$ cat config.mk
export PLATFORM = sky130hd
export DESIGN_NAME = midi_input_byte_parser
export DESIGN_NICKNAME = d
export VERILOG_FILES = /design/src/sv/mibp_pkg.sv /design/src/sv/midi_input_byte_parser.sv
export SDC_FILE = /design/constraint.sdc
export NUM_CORES = 1
export LEC_CHECK = 0
export BUFFER_PORTS_ARGS = -buffer_cell sky130_fd_sc_hd__buf_2
export CAP_MARGIN = 20
export CORE_UTILIZATION = 55
export DETAILED_ROUTE_END_ITERATION = 12
export PLACE_DENSITY = 0.74
export SKIP_LAST_GASP = 1
export SLEW_MARGIN = 10
export SYNTH_ARGS = -nofsm -noshare
export SYNTH_HDL_FRONTEND = slang
export SYNTH_SLANG_ARGS = --single-unit
$ cat constraint.sdc
create_clock -name clk_i -period 12.98 [get_ports clk_i]
set_clock_uncertainty 0.2 [all_clocks]
set_input_delay 0.649 -clock clk_i [delete_from_list [all_inputs] [get_ports clk_i]]
set_output_delay 0.649 -clock clk_i [all_outputs]
set_load 0.03 [all_outputs]
$ cat src/sv/mibp_pkg.sv
// ----------------------------------------------------------------------------
// MIDI input byte parser package
// Shared types and codes for the byte parser and its port checker.
// ----------------------------------------------------------------------------
`default_nettype none

package mibp_pkg;

  // Input commands.
  typedef enum logic [1:0] {
    CMD_DATA  = 2'd0,
    CMD_START = 2'd1,
    CMD_STOP  = 2'd2,
    CMD_RESET = 2'd3
  } cmd_e;

  // Result kinds.
  typedef enum logic [2:0] {
    KIND_SHORT  = 3'd0,
    KIND_SXBYTE = 3'd1,
    KIND_DONE   = 3'd2,
    KIND_ERROR  = 3'd3,
    KIND_STRAY  = 3'd4
  } kind_e;

  // Byte values with a meaning of their own.
  localparam logic [7:0] BYTE_SX_START = 8'hF0;
  localparam logic [7:0] BYTE_SX_END   = 8'hF7;
  localparam logic [7:0] BYTE_RT_FIRST = 8'hF8;

  // Chunk length after reset, and the saturation limit of the fill count.
  localparam logic [15:0] CHUNK_LEN_RESET = 16'd256;
  localparam logic [15:0] FILL_MAX        = 16'hFFFF;

  // Result queue: two slots per item plus two for the item behind it.
  localparam int unsigned QUEUE_DEPTH = 4;
  localparam int unsigned QPTR_W      = $clog2(QUEUE_DEPTH);
  localparam int unsigned QCNT_W      = $clog2(QUEUE_DEPTH + 1);

  // One result item.
  typedef struct packed {
    kind_e       kind;
    logic [23:0] packed_msg;
    logic [7:0]  sx_data;
    logic [15:0] chunk;
    logic [31:0] stamp;
    logic        last;
  } result_t;

  // Partial short message.
  typedef struct packed {
    logic [7:0] status;
    logic [6:0] first;
    logic [6:0] second;
    logic [1:0] count;
  } pend_t;

  // Outcome of handling one byte outside SysEx.
  typedef struct packed {
    pend_t       pend;
    logic        sysex;
    logic [15:0] fill;
    logic        hit;
    result_t     res;
  } outside_t;

endpackage

`default_nettype wire

$ cat src/sv/midi_input_byte_parser.sv
// ----------------------------------------------------------------------------
// MIDI input byte parser
// Packs MIDI 1.0 bytes into short messages, SysEx bytes and chunk results.
// ----------------------------------------------------------------------------
//
//  Channel   Signals                                        Handshake
//  input     command_i, data_byte_i, time_stamp_i           in_valid_i / in_stall_o
//  result    kind_o, packed_message_o, sysex_data_o,        out_valid_o / out_stall_i
//            chunk_bytes_o, result_time_o, last_o
//  config    cfg_data_i (sysex_chunk_length)                cfg_valid_i / cfg_ready_o
//
//  An accepted item is held in the input register and parsed from there,
//  pushing its zero, one or two results into a four-entry result queue once
//  two entries are free; each result then shows on the port from the queue.
//  The result port drains one result per cycle while out_stall_i is low.
//  The input stalls only while the queue has fewer than two free entries.
//  Reset clears the parser state and the queue and sets the chunk length to 256.
//
`default_nettype none

module midi_input_byte_parser (
  input  logic                clk_i,
  input  logic                rst_ni,
  // Input items
  input  logic                in_valid_i,
  output logic                in_stall_o,
  input  mibp_pkg::cmd_e      command_i,
  input  logic [7:0]          data_byte_i,
  input  logic [31:0]         time_stamp_i,
  // Result items
  output logic                out_valid_o,
  input  logic                out_stall_i,
  output mibp_pkg::kind_e     kind_o,
  output logic [23:0]         packed_message_o,
  output logic [7:0]          sysex_data_o,
  output logic [15:0]         chunk_bytes_o,
  output logic [31:0]         result_time_o,
  output logic                last_o,
  // Configuration
  input  logic                cfg_valid_i,
  output logic                cfg_ready_o,
  input  logic [15:0]         cfg_data_i
);

  import mibp_pkg::*;

  // Message length in bytes for a status byte.
  function automatic logic [1:0] msg_len(input logic [7:0] s);
    logic [1:0] len;
    case (s[7:4])
      4'hC, 4'hD: len = 2'd2;
      4'hF: begin
        if (s == 8'hF1 || s == 8'hF3) begin
          len = 2'd2;
        end else if (s == 8'hF2) begin
          len = 2'd3;
        end else begin
          len = 2'd1;
        end
      end
      default: len = 2'd3;
    endcase
    return len;
  endfunction

  // Builds one result with its last flag cleared.
  function automatic result_t mk_res(input kind_e k, input logic [23:0] p,
                                     input logic [7:0] sx, input logic [15:0] cb,
                                     input logic [31:0] t);
    result_t r;
    r.kind       = k;
    r.packed_msg = p;
    r.sx_data    = sx;
    r.chunk      = cb;
    r.stamp      = t;
    r.last       = 1'b0;
    return r;
  endfunction

  // Saturating increment of the chunk fill count.
  function automatic logic [15:0] fill_inc(input logic [15:0] f);
    return (f == FILL_MAX) ? f : f + 16'd1;
  endfunction

  // Handling of a non-real-time byte while no SysEx is open.
  function automatic outside_t outside_byte(input logic [7:0] b, input pend_t pend,
                                            input logic [15:0] fill,
                                            input logic [31:0] t);
    outside_t   o;
    logic [1:0] len;
    o.pend  = pend;
    o.sysex = 1'b0;
    o.fill  = fill;
    o.hit   = 1'b0;
    o.res   = mk_res(KIND_SHORT, 24'd0, 8'd0, 16'd0, t);
    len     = msg_len(pend.status);
    if (b == BYTE_SX_END) begin
      // Stray end of SysEx.
      o.pend = '0;
      o.hit  = 1'b1;
      o.res  = mk_res(KIND_STRAY, {16'd0, b}, 8'd0, 16'd0, t);
    end else if (b == BYTE_SX_START) begin
      // SysEx opens and its first byte goes into the chunk.
      o.pend  = '0;
      o.sysex = 1'b1;
      o.fill  = fill_inc(fill);
      o.hit   = 1'b1;
      o.res   = mk_res(KIND_SXBYTE, 24'd0, b, 16'd0, t);
    end else if (b[7]) begin
      // New status byte; one-byte messages go out at once.
      o.pend        = '0;
      o.pend.status = b;
      o.pend.count  = 2'd1;
      if (msg_len(b) == 2'd1) begin
        o.pend = '0;
        o.hit  = 1'b1;
        o.res  = mk_res(KIND_SHORT, {16'd0, b}, 8'd0, 16'd0, t);
      end
    end else if (pend.count == 2'd1) begin
      o.pend.first = b[6:0];
      o.pend.count = 2'd2;
      if (len == 2'd2) begin
        o.pend = '0;
        o.hit  = 1'b1;
        o.res  = mk_res(KIND_SHORT, {8'd0, 1'b0, b[6:0], pend.status},
                        8'd0, 16'd0, t);
      end
    end else if (pend.count == 2'd2) begin
      o.pend.second = b[6:0];
      o.pend.count  = 2'd3;
      if (len == 2'd3) begin
        o.pend = '0;
        o.hit  = 1'b1;
        o.res  = mk_res(KIND_SHORT,
                        {1'b0, b[6:0], 1'b0, pend.first, pend.status},
                        8'd0, 16'd0, t);
      end
    end
    return o;
  endfunction

  // Input register.
  logic        in_vld_q, in_vld_d;
  cmd_e        in_cmd_q;
  logic [7:0]  in_byte_q;
  logic [31:0] in_time_q;
  logic        in_take;
  logic        go;

  // Parser state.
  logic        running_q, running_d;
  logic        sysex_q, sysex_d;
  pend_t       pend_q, pend_d;
  logic [15:0] fill_q, fill_d;
  logic [15:0] len_q;

  // Results of the item being parsed.
  result_t     r0, r1;
  logic [1:0]  n_res;
  outside_t    ob;
  logic [15:0] fill_add;
  logic        from_sysex;

  // Result queue.
  result_t           q_mem [QUEUE_DEPTH];
  logic [QPTR_W-1:0] rd_ptr_q, wr_ptr_q;
  logic [QCNT_W-1:0] cnt_q;
  logic              pop;

  // Input handshake: the item moves on as soon as two queue entries are free.
  assign go         = in_vld_q && (cnt_q <= QCNT_W'(QUEUE_DEPTH - 2));
  assign in_stall_o = in_vld_q && !go;
  assign in_take    = in_valid_i && !in_stall_o;

  always_comb begin
    in_vld_d = in_vld_q;
    if (in_take) begin
      in_vld_d = 1'b1;
    end else if (go) begin
      in_vld_d = 1'b0;
    end
  end

  always_ff @(posedge clk_i or negedge rst_ni) begin
    if (!rst_ni) begin
      in_vld_q <= 1'b0;
    end else begin
      in_vld_q <= in_vld_d;
    end
  end

  always_ff @(posedge clk_i) begin
    if (in_take) begin
      in_cmd_q  <= command_i;
      in_byte_q <= data_byte_i;
      in_time_q <= time_stamp_i;
    end
  end

  // Configuration register, writable in every cycle.
  assign cfg_ready_o = 1'b1;

  always_ff @(posedge clk_i or negedge rst_ni) begin
    if (!rst_ni) begin
      len_q <= CHUNK_LEN_RESET;
    end else if (cfg_valid_i) begin
      len_q <= cfg_data_i;
    end
  end

  // Parse the registered item against the current state.
  assign from_sysex = in_cmd_q == CMD_DATA && running_q && sysex_q &&
                      in_byte_q[7] && in_byte_q != BYTE_SX_END &&
                      in_byte_q < BYTE_RT_FIRST;
  assign ob         = outside_byte(in_byte_q, pend_q, from_sysex ? 16'd0 : fill_q,
                                   in_time_q);
  assign fill_add   = fill_inc(fill_q);

  always_comb begin
    running_d = running_q;
    sysex_d   = sysex_q;
    pend_d    = pend_q;
    fill_d    = fill_q;
    n_res     = 2'd0;
    r0        = mk_res(KIND_SHORT, 24'd0, 8'd0, 16'd0, in_time_q);
    r1        = mk_res(KIND_SHORT, 24'd0, 8'd0, 16'd0, in_time_q);
    case (in_cmd_q)
      CMD_START: begin
        running_d = 1'b1;
      end
      CMD_STOP: begin
        running_d = 1'b0;
        if (sysex_q) begin
          n_res   = 2'd1;
          r0      = mk_res((fill_q != 16'd0) ? KIND_ERROR : KIND_DONE, 24'd0, 8'd0,
                           fill_q, in_time_q);
          fill_d  = 16'd0;
          sysex_d = 1'b0;
        end
      end
      CMD_RESET: begin
        running_d = 1'b0;
        sysex_d   = 1'b0;
        pend_d    = '0;
        fill_d    = 16'd0;
      end
      default: begin
        if (running_q) begin
          if (in_byte_q >= BYTE_RT_FIRST) begin
            // Real-time byte passes straight through.
            n_res = 2'd1;
            r0    = mk_res(KIND_SHORT, {16'd0, in_byte_q}, 8'd0, 16'd0, in_time_q);
          end else if (!sysex_q) begin
            pend_d  = ob.pend;
            sysex_d = ob.sysex;
            fill_d  = ob.fill;
            n_res   = {1'b0, ob.hit};
            r0      = ob.res;
          end else if (from_sysex) begin
            // Status byte cuts the SysEx short, then is parsed as usual.
            r0      = mk_res((fill_q != 16'd0) ? KIND_ERROR : KIND_DONE, 24'd0,
                             8'd0, fill_q, in_time_q);
            r1      = ob.res;
            n_res   = ob.hit ? 2'd2 : 2'd1;
            pend_d  = ob.pend;
            sysex_d = ob.sysex;
            fill_d  = ob.fill;
          end else begin
            // Byte stored into the chunk.
            n_res  = 2'd1;
            r0     = mk_res(KIND_SXBYTE, 24'd0, in_byte_q, 16'd0, in_time_q);
            fill_d = fill_add;
            if (in_byte_q == BYTE_SX_END) begin
              n_res   = 2'd2;
              r1      = mk_res(KIND_DONE, 24'd0, 8'd0, fill_add, in_time_q);
              fill_d  = 16'd0;
              sysex_d = 1'b0;
            end else if (fill_add >= len_q) begin
              n_res  = 2'd2;
              r1     = mk_res(KIND_DONE, 24'd0, 8'd0, fill_add, in_time_q);
              fill_d = 16'd0;
            end
          end
        end
      end
    endcase
    // Mark the final result of the item.
    if (n_res == 2'd2) begin
      r1.last = 1'b1;
    end else begin
      r0.last = 1'b1;
    end
  end

  always_ff @(posedge clk_i or negedge rst_ni) begin
    if (!rst_ni) begin
      running_q <= 1'b0;
      sysex_q   <= 1'b0;
      pend_q    <= '0;
      fill_q    <= 16'd0;
    end else if (go) begin
      running_q <= running_d;
      sysex_q   <= sysex_d;
      pend_q    <= pend_d;
      fill_q    <= fill_d;
    end
  end

  // Result queue: up to two writes and one read per cycle.
  assign pop = out_valid_o && !out_stall_i;

  always_ff @(posedge clk_i) begin
    if (go && n_res != 2'd0) begin
      q_mem[wr_ptr_q] <= r0;
    end
    if (go && n_res == 2'd2) begin
      q_mem[wr_ptr_q + QPTR_W'(1)] <= r1;
    end
  end

  always_ff @(posedge clk_i or negedge rst_ni) begin
    if (!rst_ni) begin
      rd_ptr_q <= '0;
      wr_ptr_q <= '0;
      cnt_q    <= '0;
    end else begin
      if (pop) begin
        rd_ptr_q <= rd_ptr_q + QPTR_W'(1);
      end
      if (go) begin
        wr_ptr_q <= wr_ptr_q + QPTR_W'(n_res);
      end
      cnt_q <= cnt_q + (go ? QCNT_W'(n_res) : QCNT_W'(0)) - QCNT_W'(pop);
    end
  end

  // Result port shows the head of the queue.
  assign out_valid_o      = cnt_q != '0;
  assign kind_o           = q_mem[rd_ptr_q].kind;
  assign packed_message_o = q_mem[rd_ptr_q].packed_msg;
  assign sysex_data_o     = q_mem[rd_ptr_q].sx_data;
  assign chunk_bytes_o    = q_mem[rd_ptr_q].chunk;
  assign result_time_o    = q_mem[rd_ptr_q].stamp;
  assign last_o           = q_mem[rd_ptr_q].last;

endmodule

`default_nettype wire

==> results of run 1 <==
-- registers in the layout, indices dropped and copies added (netlist names) --
name,flops
q_mem,328
in_cmd_q,2
in_vld_q,1
fill_q,16
cnt_q,3
in_time_q,32
len_q,16
in_byte_q,8
rd_ptr_q,2
sysex_q,1
wr_ptr_q,2
pend_q,17
running_q,1
-- per-stage QoR --
| stage | utilization, % | hold slack [ps] | power [mW] |
|---|---|---|---|
| 3_5_place_dp | 59.2 | 280 | 2.89 |
| 2_1_floorplan | - | 153 | 2.54 |
| 3_3_place_gp | 59.2 | 267 | 2.87 |
| 5_1_grt | 63.6 | 37.5 | 4.32 |
| 6_report | 63.6 | 45.1 | 4.16 |
| 4_1_cts | 63.6 | 40.0 | 4.20 |
-- logic make-up after synthesis --
family	after synthesis	synth area share [%]
other cells	2	0.0387
flops	429	64.9
simple gates	396	10.3
buf+inv	135	2.88
compound gates	262	8.61
fa+ha+maj	31	2.04
mux	101	10.5
xor+xnor	14	0.632
-- cell usage after synthesis, types with 7 or more instances --
cell type    n  area [um^2]
a211oi_1     7         52.6
a21o_1       8         60.1
a21oi_1     23          115
a22o_1      17          149
a31oi_1      9         56.3
and2_1      35          219
and3_1       8         50.1
and4_1       7         61.3
buf_1       11         41.3
buf_2       23          115
clkbuf_1    47          176
dfrtp_1     58         1450
edfxtp_1   370        11100
ha_1        30          375
inv_1       45          169
mux2i_1     18          180
mux4_2      82         1850
nand2_1    122          458
nand2b_1     9         56.3
nand3_1     27          135
nand4_1     17          106
nor2_1      89          334
nor3_1      18         90.1
o211ai_1    11         82.6
o21ai_0    104          521
o22ai_1     32          200
or2_2        8         50.1
or3_1       27          169
xnor2_1     10         87.6
-- layout make-up --
class / instances / area (um^2)
fill: 2489 / 12600
timing repair buffer: 164 / 866
tap: 455 / 569
clock buffer: 52 / 1170
multi-input combinational: 807 / 6300
clock inverter: 32 / 343
inverter: 47 / 176
sequential: 429 / 12600
-- worst paths after layout --
path / slack [ps] / to / depth (start not counted)
setup / recovery: 6270 / q_mem[2][76] / 16
hold / removal: 50 / len_q[5] / 2
setup reg to reg: 6270 / q_mem[2][76] / 16
hold reg to reg: 300 / cnt_q[2] / 1
max in group asynchronous: 11900 / rd_ptr_q[1] / 2
min in group clk_i: 60 / in_time_q[31] / 1
-- layer usage --
layer | GRT usage, % | up-vias
li1 | - | 5546
met1 | 39.6 | 6283
met2 | 41.6 | 644
met3 | 4.02 | 69
met4 | 6.67 | 0
met5 | 0 | -
-- worst register-to-register path, delay by kind of cell, from the launching register on --
kind            cells  cell delay, ps
compound gates      6            1990
simple gates        5            1430
buf+inv             3            1290
flops               1             680
xor+xnor            1             390
fa+ha+maj           1             310
-- power by group through the flow --
stage	clock, mW	combinational (mW)	sequential (mW)
global placement	0	1.16	1.71
finish	1.31	1.16	1.69
global route	1.38	1.23	1.70
CTS	1.33	1.18	1.69
floorplan	0	0.877	1.66
detailed placement	0	1.17	1.72
==> run_results.csv, run 1 <==
group,metric,value,unit
timing,setup_viol,0,
logic_synthesis,synth_edf_count,370,
critical_path,cp_common_cell,"buf_4",
die,initial_core_util,56.0,%
detailed_routing,avgRoutedWirePerCell,23.8,um
clock_network,cts.path.max_buffers,3,
timing,finalHoldViolations,0,
logic_synthesis,syn_avg_cell_area,14.2,um^2
detailed_routing,drt_iter0_drc,1296,
die,rows,68,
power_and_ir_drop,irDropWorstVdd,153,uV
die,die_w,190,um
detailed_routing,vias,12500,
timing,finalMaxSlewViolations,0,
detailed_routing,wl_met3,3910,um
logic_synthesis,yosys_most_used_dff,"edfxtp_1",
critical_path,worstSetupEndpointType,"register",
logic_synthesis,ys_ff_latch,429,
timing,worst_pin_slew,1150,ps
clock_network,root_buffer,"clkbuf_16",
die,core_area,34600,um^2
final_layout,area_growth,13.6,%
clock_network,clk_pin_slew_worst_paths,60,ps
final_layout,final_cell_mix,"edfxtp_1 (370), buf_2 (146), nand2_1 (122)",
power_and_ir_drop,power_leakage,8.28,nW
critical_path,cp_max_fo,50,
final_layout,drive_above_1_share,23.4,%
power_and_ir_drop,netSwitchingFraction,33.1,%
timing,relSlewSlack,23.1,%
logic_synthesis,ys_types,78,
power_and_ir_drop,pwr-share-seq,40.7,%
global_route,grt_max_degree,69,
critical_path,crit_family,"compound AO/OA/AOI/OAI gates",
critical_path,crit_required,12970,ps
detailed_routing,drt-vias-per-instance,6.32,
die,design.die.area,36000,um^2
global_route,grt_pass1_wl,72500,um
final_layout,final_common_cell,"edfxtp_1",
final_layout,nNetsFinal,1588,
critical_path,cp_slowest_cell,"buf_4",
power_and_ir_drop,combPwrFrac,27.9,%
die,io_pins,150,
clock_network,h-tree-depth,2,
final_layout,stdcell_area,22000,um^2
logic_synthesis,synth_area,19400,um^2
detailed_routing,highest_layer,"met4",
clock_network,clock_sinks,429,
placed_design,portBuffers,146,
placed_design,pre_cts_ws,6340,ps
critical_path,worstReg2RegStart,"fill_q[3]",
critical_path,path_class,"reg2reg",
detailed_routing,ant_nets,0,
final_layout,antenna_cells,0,
global_route,grt_pass1_vias,12100,
clock_network,cts-resized-gates,0,
die,die_h,190,um
logic_synthesis,synth_warnings,0,
placed_design,place_inst,1902,
clock_network,cts_tree,"built",
timing,fin_crit_sh,51.7,%
timing,fin_crit,6710,ps
detailed_routing,wirelength,47200,um
detailed_routing,wl_met2,22400,um
critical_path,max_stage_delay,700,ps
timing,grt_setup_unrepaired,"no",
critical_path,crit_buf_inv,3,
clock_network,post-cts-setup-buffers,0,
global_route,grt_use_total,26.7,%
critical_path,cp_cell_sequence,"nand4_1 > or3_1 > o21bai_2 > nor2_1 > xnor2_1 > inv_1 > ha_1 > and3_1 > o211ai_1 > o21ai_0 > a211o_1 > a21o_1 > nand2_1 > o311ai_4 > buf_4 > buf_4",
power_and_ir_drop,clockPowerShare,31.5,%
worst_hold_path,hold_class,"in2async",
critical_path,arrival,6700,ps
power_and_ir_drop,powerDensity,189,nW/um^2
timing,max_clock_freq,0.149,GHz
placed_design,dp_hpwl,30000,um
job,maxCapViolCount,0,
final_layout,finalNonFillerCells,1986,
placed_design,gp_congestion,0.873,
detailed_routing,drc,0,
timing,finalWorstSetupSlack,6270,ps
clock_network,hold_buffers,0,
global_route,gr-total-overflow,0,
detailed_routing,wl_met1,20000,um
logic_synthesis,seq_area_frac_synth,64.9,%
placed_design,place_area,20500,um^2
critical_path,cp-startpoint,"fill_q[3]",
logic_synthesis,postSynth.asyncResetShare,13.8,%
clock_network,cts_buffers,45,
power_and_ir_drop,p_sw,1.38,mW
logic_synthesis,syn_inst,1370,
timing,totalNegativeSetupSlack,0,ps
global_route,antenna_found_initial,0,
critical_path,start_kind,"register",
status,status,"finished clean",
clock_network,clk-insertion-delay-late,560,ps
detailed_routing,firstDrtPassIters,5,
power_and_ir_drop,p_int,2.79,mW
Note: power is estimated with default switching activity, not from simulation.
==> inputs of run 2 (changes only) <==
--- a/config.mk
+++ b/config.mk
@@ -7,9 +7,9 @@
 export LEC_CHECK = 0
 export BUFFER_PORTS_ARGS = -buffer_cell sky130_fd_sc_hd__buf_2
 export CAP_MARGIN = 20
-export CORE_UTILIZATION = 55
+export CORE_UTILIZATION = 54
 export DETAILED_ROUTE_END_ITERATION = 12
-export PLACE_DENSITY = 0.74
+export PLACE_DENSITY = 0.76
 export SKIP_LAST_GASP = 1
 export SLEW_MARGIN = 10
 export SYNTH_ARGS = -nofsm -noshare
==> constraint.sdc (replaced) <==
create_clock -name clk_i -period 5.6 [get_ports clk_i]
set_clock_uncertainty 0.2 [all_clocks]
set_input_delay 0.28 -clock clk_i [delete_from_list [all_inputs] [get_ports clk_i]]
set_output_delay 0.28 -clock clk_i [all_outputs]
set_load 0.03 [all_outputs]
==> run_results.csv, run 2 (synthesized netlist as in run 1, its figures left out) <==
group,metric,value,unit
status,status,"finished clean",
detailed_routing,drt_iter0_drc,1186,
power_and_ir_drop,powerDensity,407,nW/um^2
final_layout,largest_register,"q_mem",
final_layout,antenna_cells,0,
die,initial_core_util,54.6,%
clock_network,root_buffer,"clkbuf_16",
final_layout,final_cell_mix,"edfxtp_1 (370), buf_2 (146), nand2_1 (122)",
global_route,antenna_found_initial,0,
final_layout,final_common_cell,"edfxtp_1",
final_layout,reg_top3,"q_mem (328), in_time_q (32), pend_q (17)",
critical_path,worstSetupEndpointType,"register",
power_and_ir_drop,irDropWorstVdd,404,uV
die,io_pins,150,
detailed_routing,drt-vias-per-instance,6.04,
timing,grt_setup_unrepaired,"no",
die,rows,69,
detailed_routing,ant_nets,0,
die,core_area,35500,um^2
clock_network,cts.path.max_buffers,3,
global_route,gr-total-overflow,0,
timing,max_clock_freq,0.189,GHz
clock_network,cts_buffers,45,
critical_path,r2r_setup_slack,300,ps
die,die_h,191,um
clock_network,clock_sinks,429,
detailed_routing,avgRoutedWirePerCell,22.7,um
critical_path,start_kind,"register",
clock_network,clk_pin_slew_worst_paths,60,ps
timing,totalNegativeSetupSlack,0,ps
detailed_routing,wirelength,48000,um
timing,worst_pin_slew,1060,ps
placed_design,dp_hpwl,30600,um
die,die_w,191,um
timing,fin_crit_sh,94.7,%
global_route,grt_pass1_vias,12700,
final_layout,largest_register_ffs,328,
clock_network,clk-insertion-delay-late,570,ps
clock_network,cts_tree,"built",
power_and_ir_drop,power_leakage,8.76,nW
detailed_routing,drc,0,
clock_network,h-tree-depth,2,
final_layout,drive_above_1_share,24.0,%
placed_design,portBuffers,146,
detailed_routing,vias,12800,
global_route,grt_max_degree,83,
timing,fin_crit,5300,ps
power_and_ir_drop,total_power,9.45,mW
job,maxCapViolCount,0,
timing,setup_viol,0,
global_route,grt_use_total,26.5,%
detailed_routing,firstDrtPassIters,6,
final_layout,fillCellCount,2504,
critical_path,cp_max_fo,33,
timing,finalWorstSetupSlack,297,ps
timing,finalMaxSlewViolations,0,
timing,relSlewSlack,29.1,%
global_route,grt_pass1_wl,72200,um
placed_design,gp_congestion,0.924,
final_layout,nNetsFinal,1711,
placed_design,pre_cts_ws,337,ps
timing,finalHoldViolations,0,
critical_path,path_class,"reg2reg",
critical_path,arrival,5350,ps
worst_hold_path,hold_class,"in2reg",
die,design.die.area,36700,um^2
final_layout,area_growth,19.6,%
critical_path,crit_required,5650,ps
-- run 2: where the power goes --
part           switching [mW]  internal, mW
clock                    1.20          1.58
combinational            1.63          1.01
sequential              0.319          3.70
-- run 2: area by class of cell --
type,count,area [um^2],share of cell area (%)
clock buffers,59,1220,5.26
multi-input cells,807,6350,27.4
clock inverters,23,153,0.658
repair buffers,287,2110,9.12
well taps,461,577,2.49
flip-flops and latches,429,12600,54.3
inverters,47,176,0.761
-- run 2: metal layers --
layer	global-route usage [%]	wire length (um)	up-vias
met1	36.7	20100	6320
met3	4.15	3430	98
met5	0	0	-
met2	42.8	23100	570
met4	9.43	1440	0
li1	-	-	5767
-- run 2: stage by stage --
| step | area (um^2) | hold slack (ps) | util (%) | instances |
|---|---|---|---|---|
| floorplan | 19500 | -216 | - | 1371 |
| global placement | 20900 | 256 | 58.9 | 1941 |
| detailed placement | 20900 | 258 | 58.9 | 1941 |
| CTS | 23200 | 43.1 | 65.4 | 2113 |
| global route | 23200 | 74.8 | 65.4 | 2113 |
| finish | 23200 | 30.3 | 65.4 | 2113 |
-- run 2: worst paths after layout --
kind / cells after the start / to / startpoint
min: 2 / len_q[10] / cfg_valid_i
min in group asynchronous: 3 / len_q[2] / rst_ni
max in group asynchronous: 3 / rd_ptr_q[0] / rst_ni
max reg2reg: 15 / q_mem[2][20] / fill_q[5]
max: 15 / q_mem[2][20] / fill_q[5]
min reg2reg: 1 / pend_q[12] / pend_q[12]
-- run 2: critical path: stages, from the launching register on --
cell and delay [ps]:
dfrtp_1 510, nand4_1 230, or3_4 470, o21bai_4 240, nor2_2 80, xnor2_2 290, inv_1 100, ha_1 300
and3_1 190, a221oi_1 230, o21ai_1 210, a211o_1 400, a21oi_4 160, a211oi_4 90, o311ai_4 910, buf_12 320
-- run 2: repair_timing --
action,CTS,global route
hold endpoints to repair,119,0
gates resized for setup,0,1
setup buffers,0,0
endpoints found under the setup margin,0,70
hold buffers,90,0
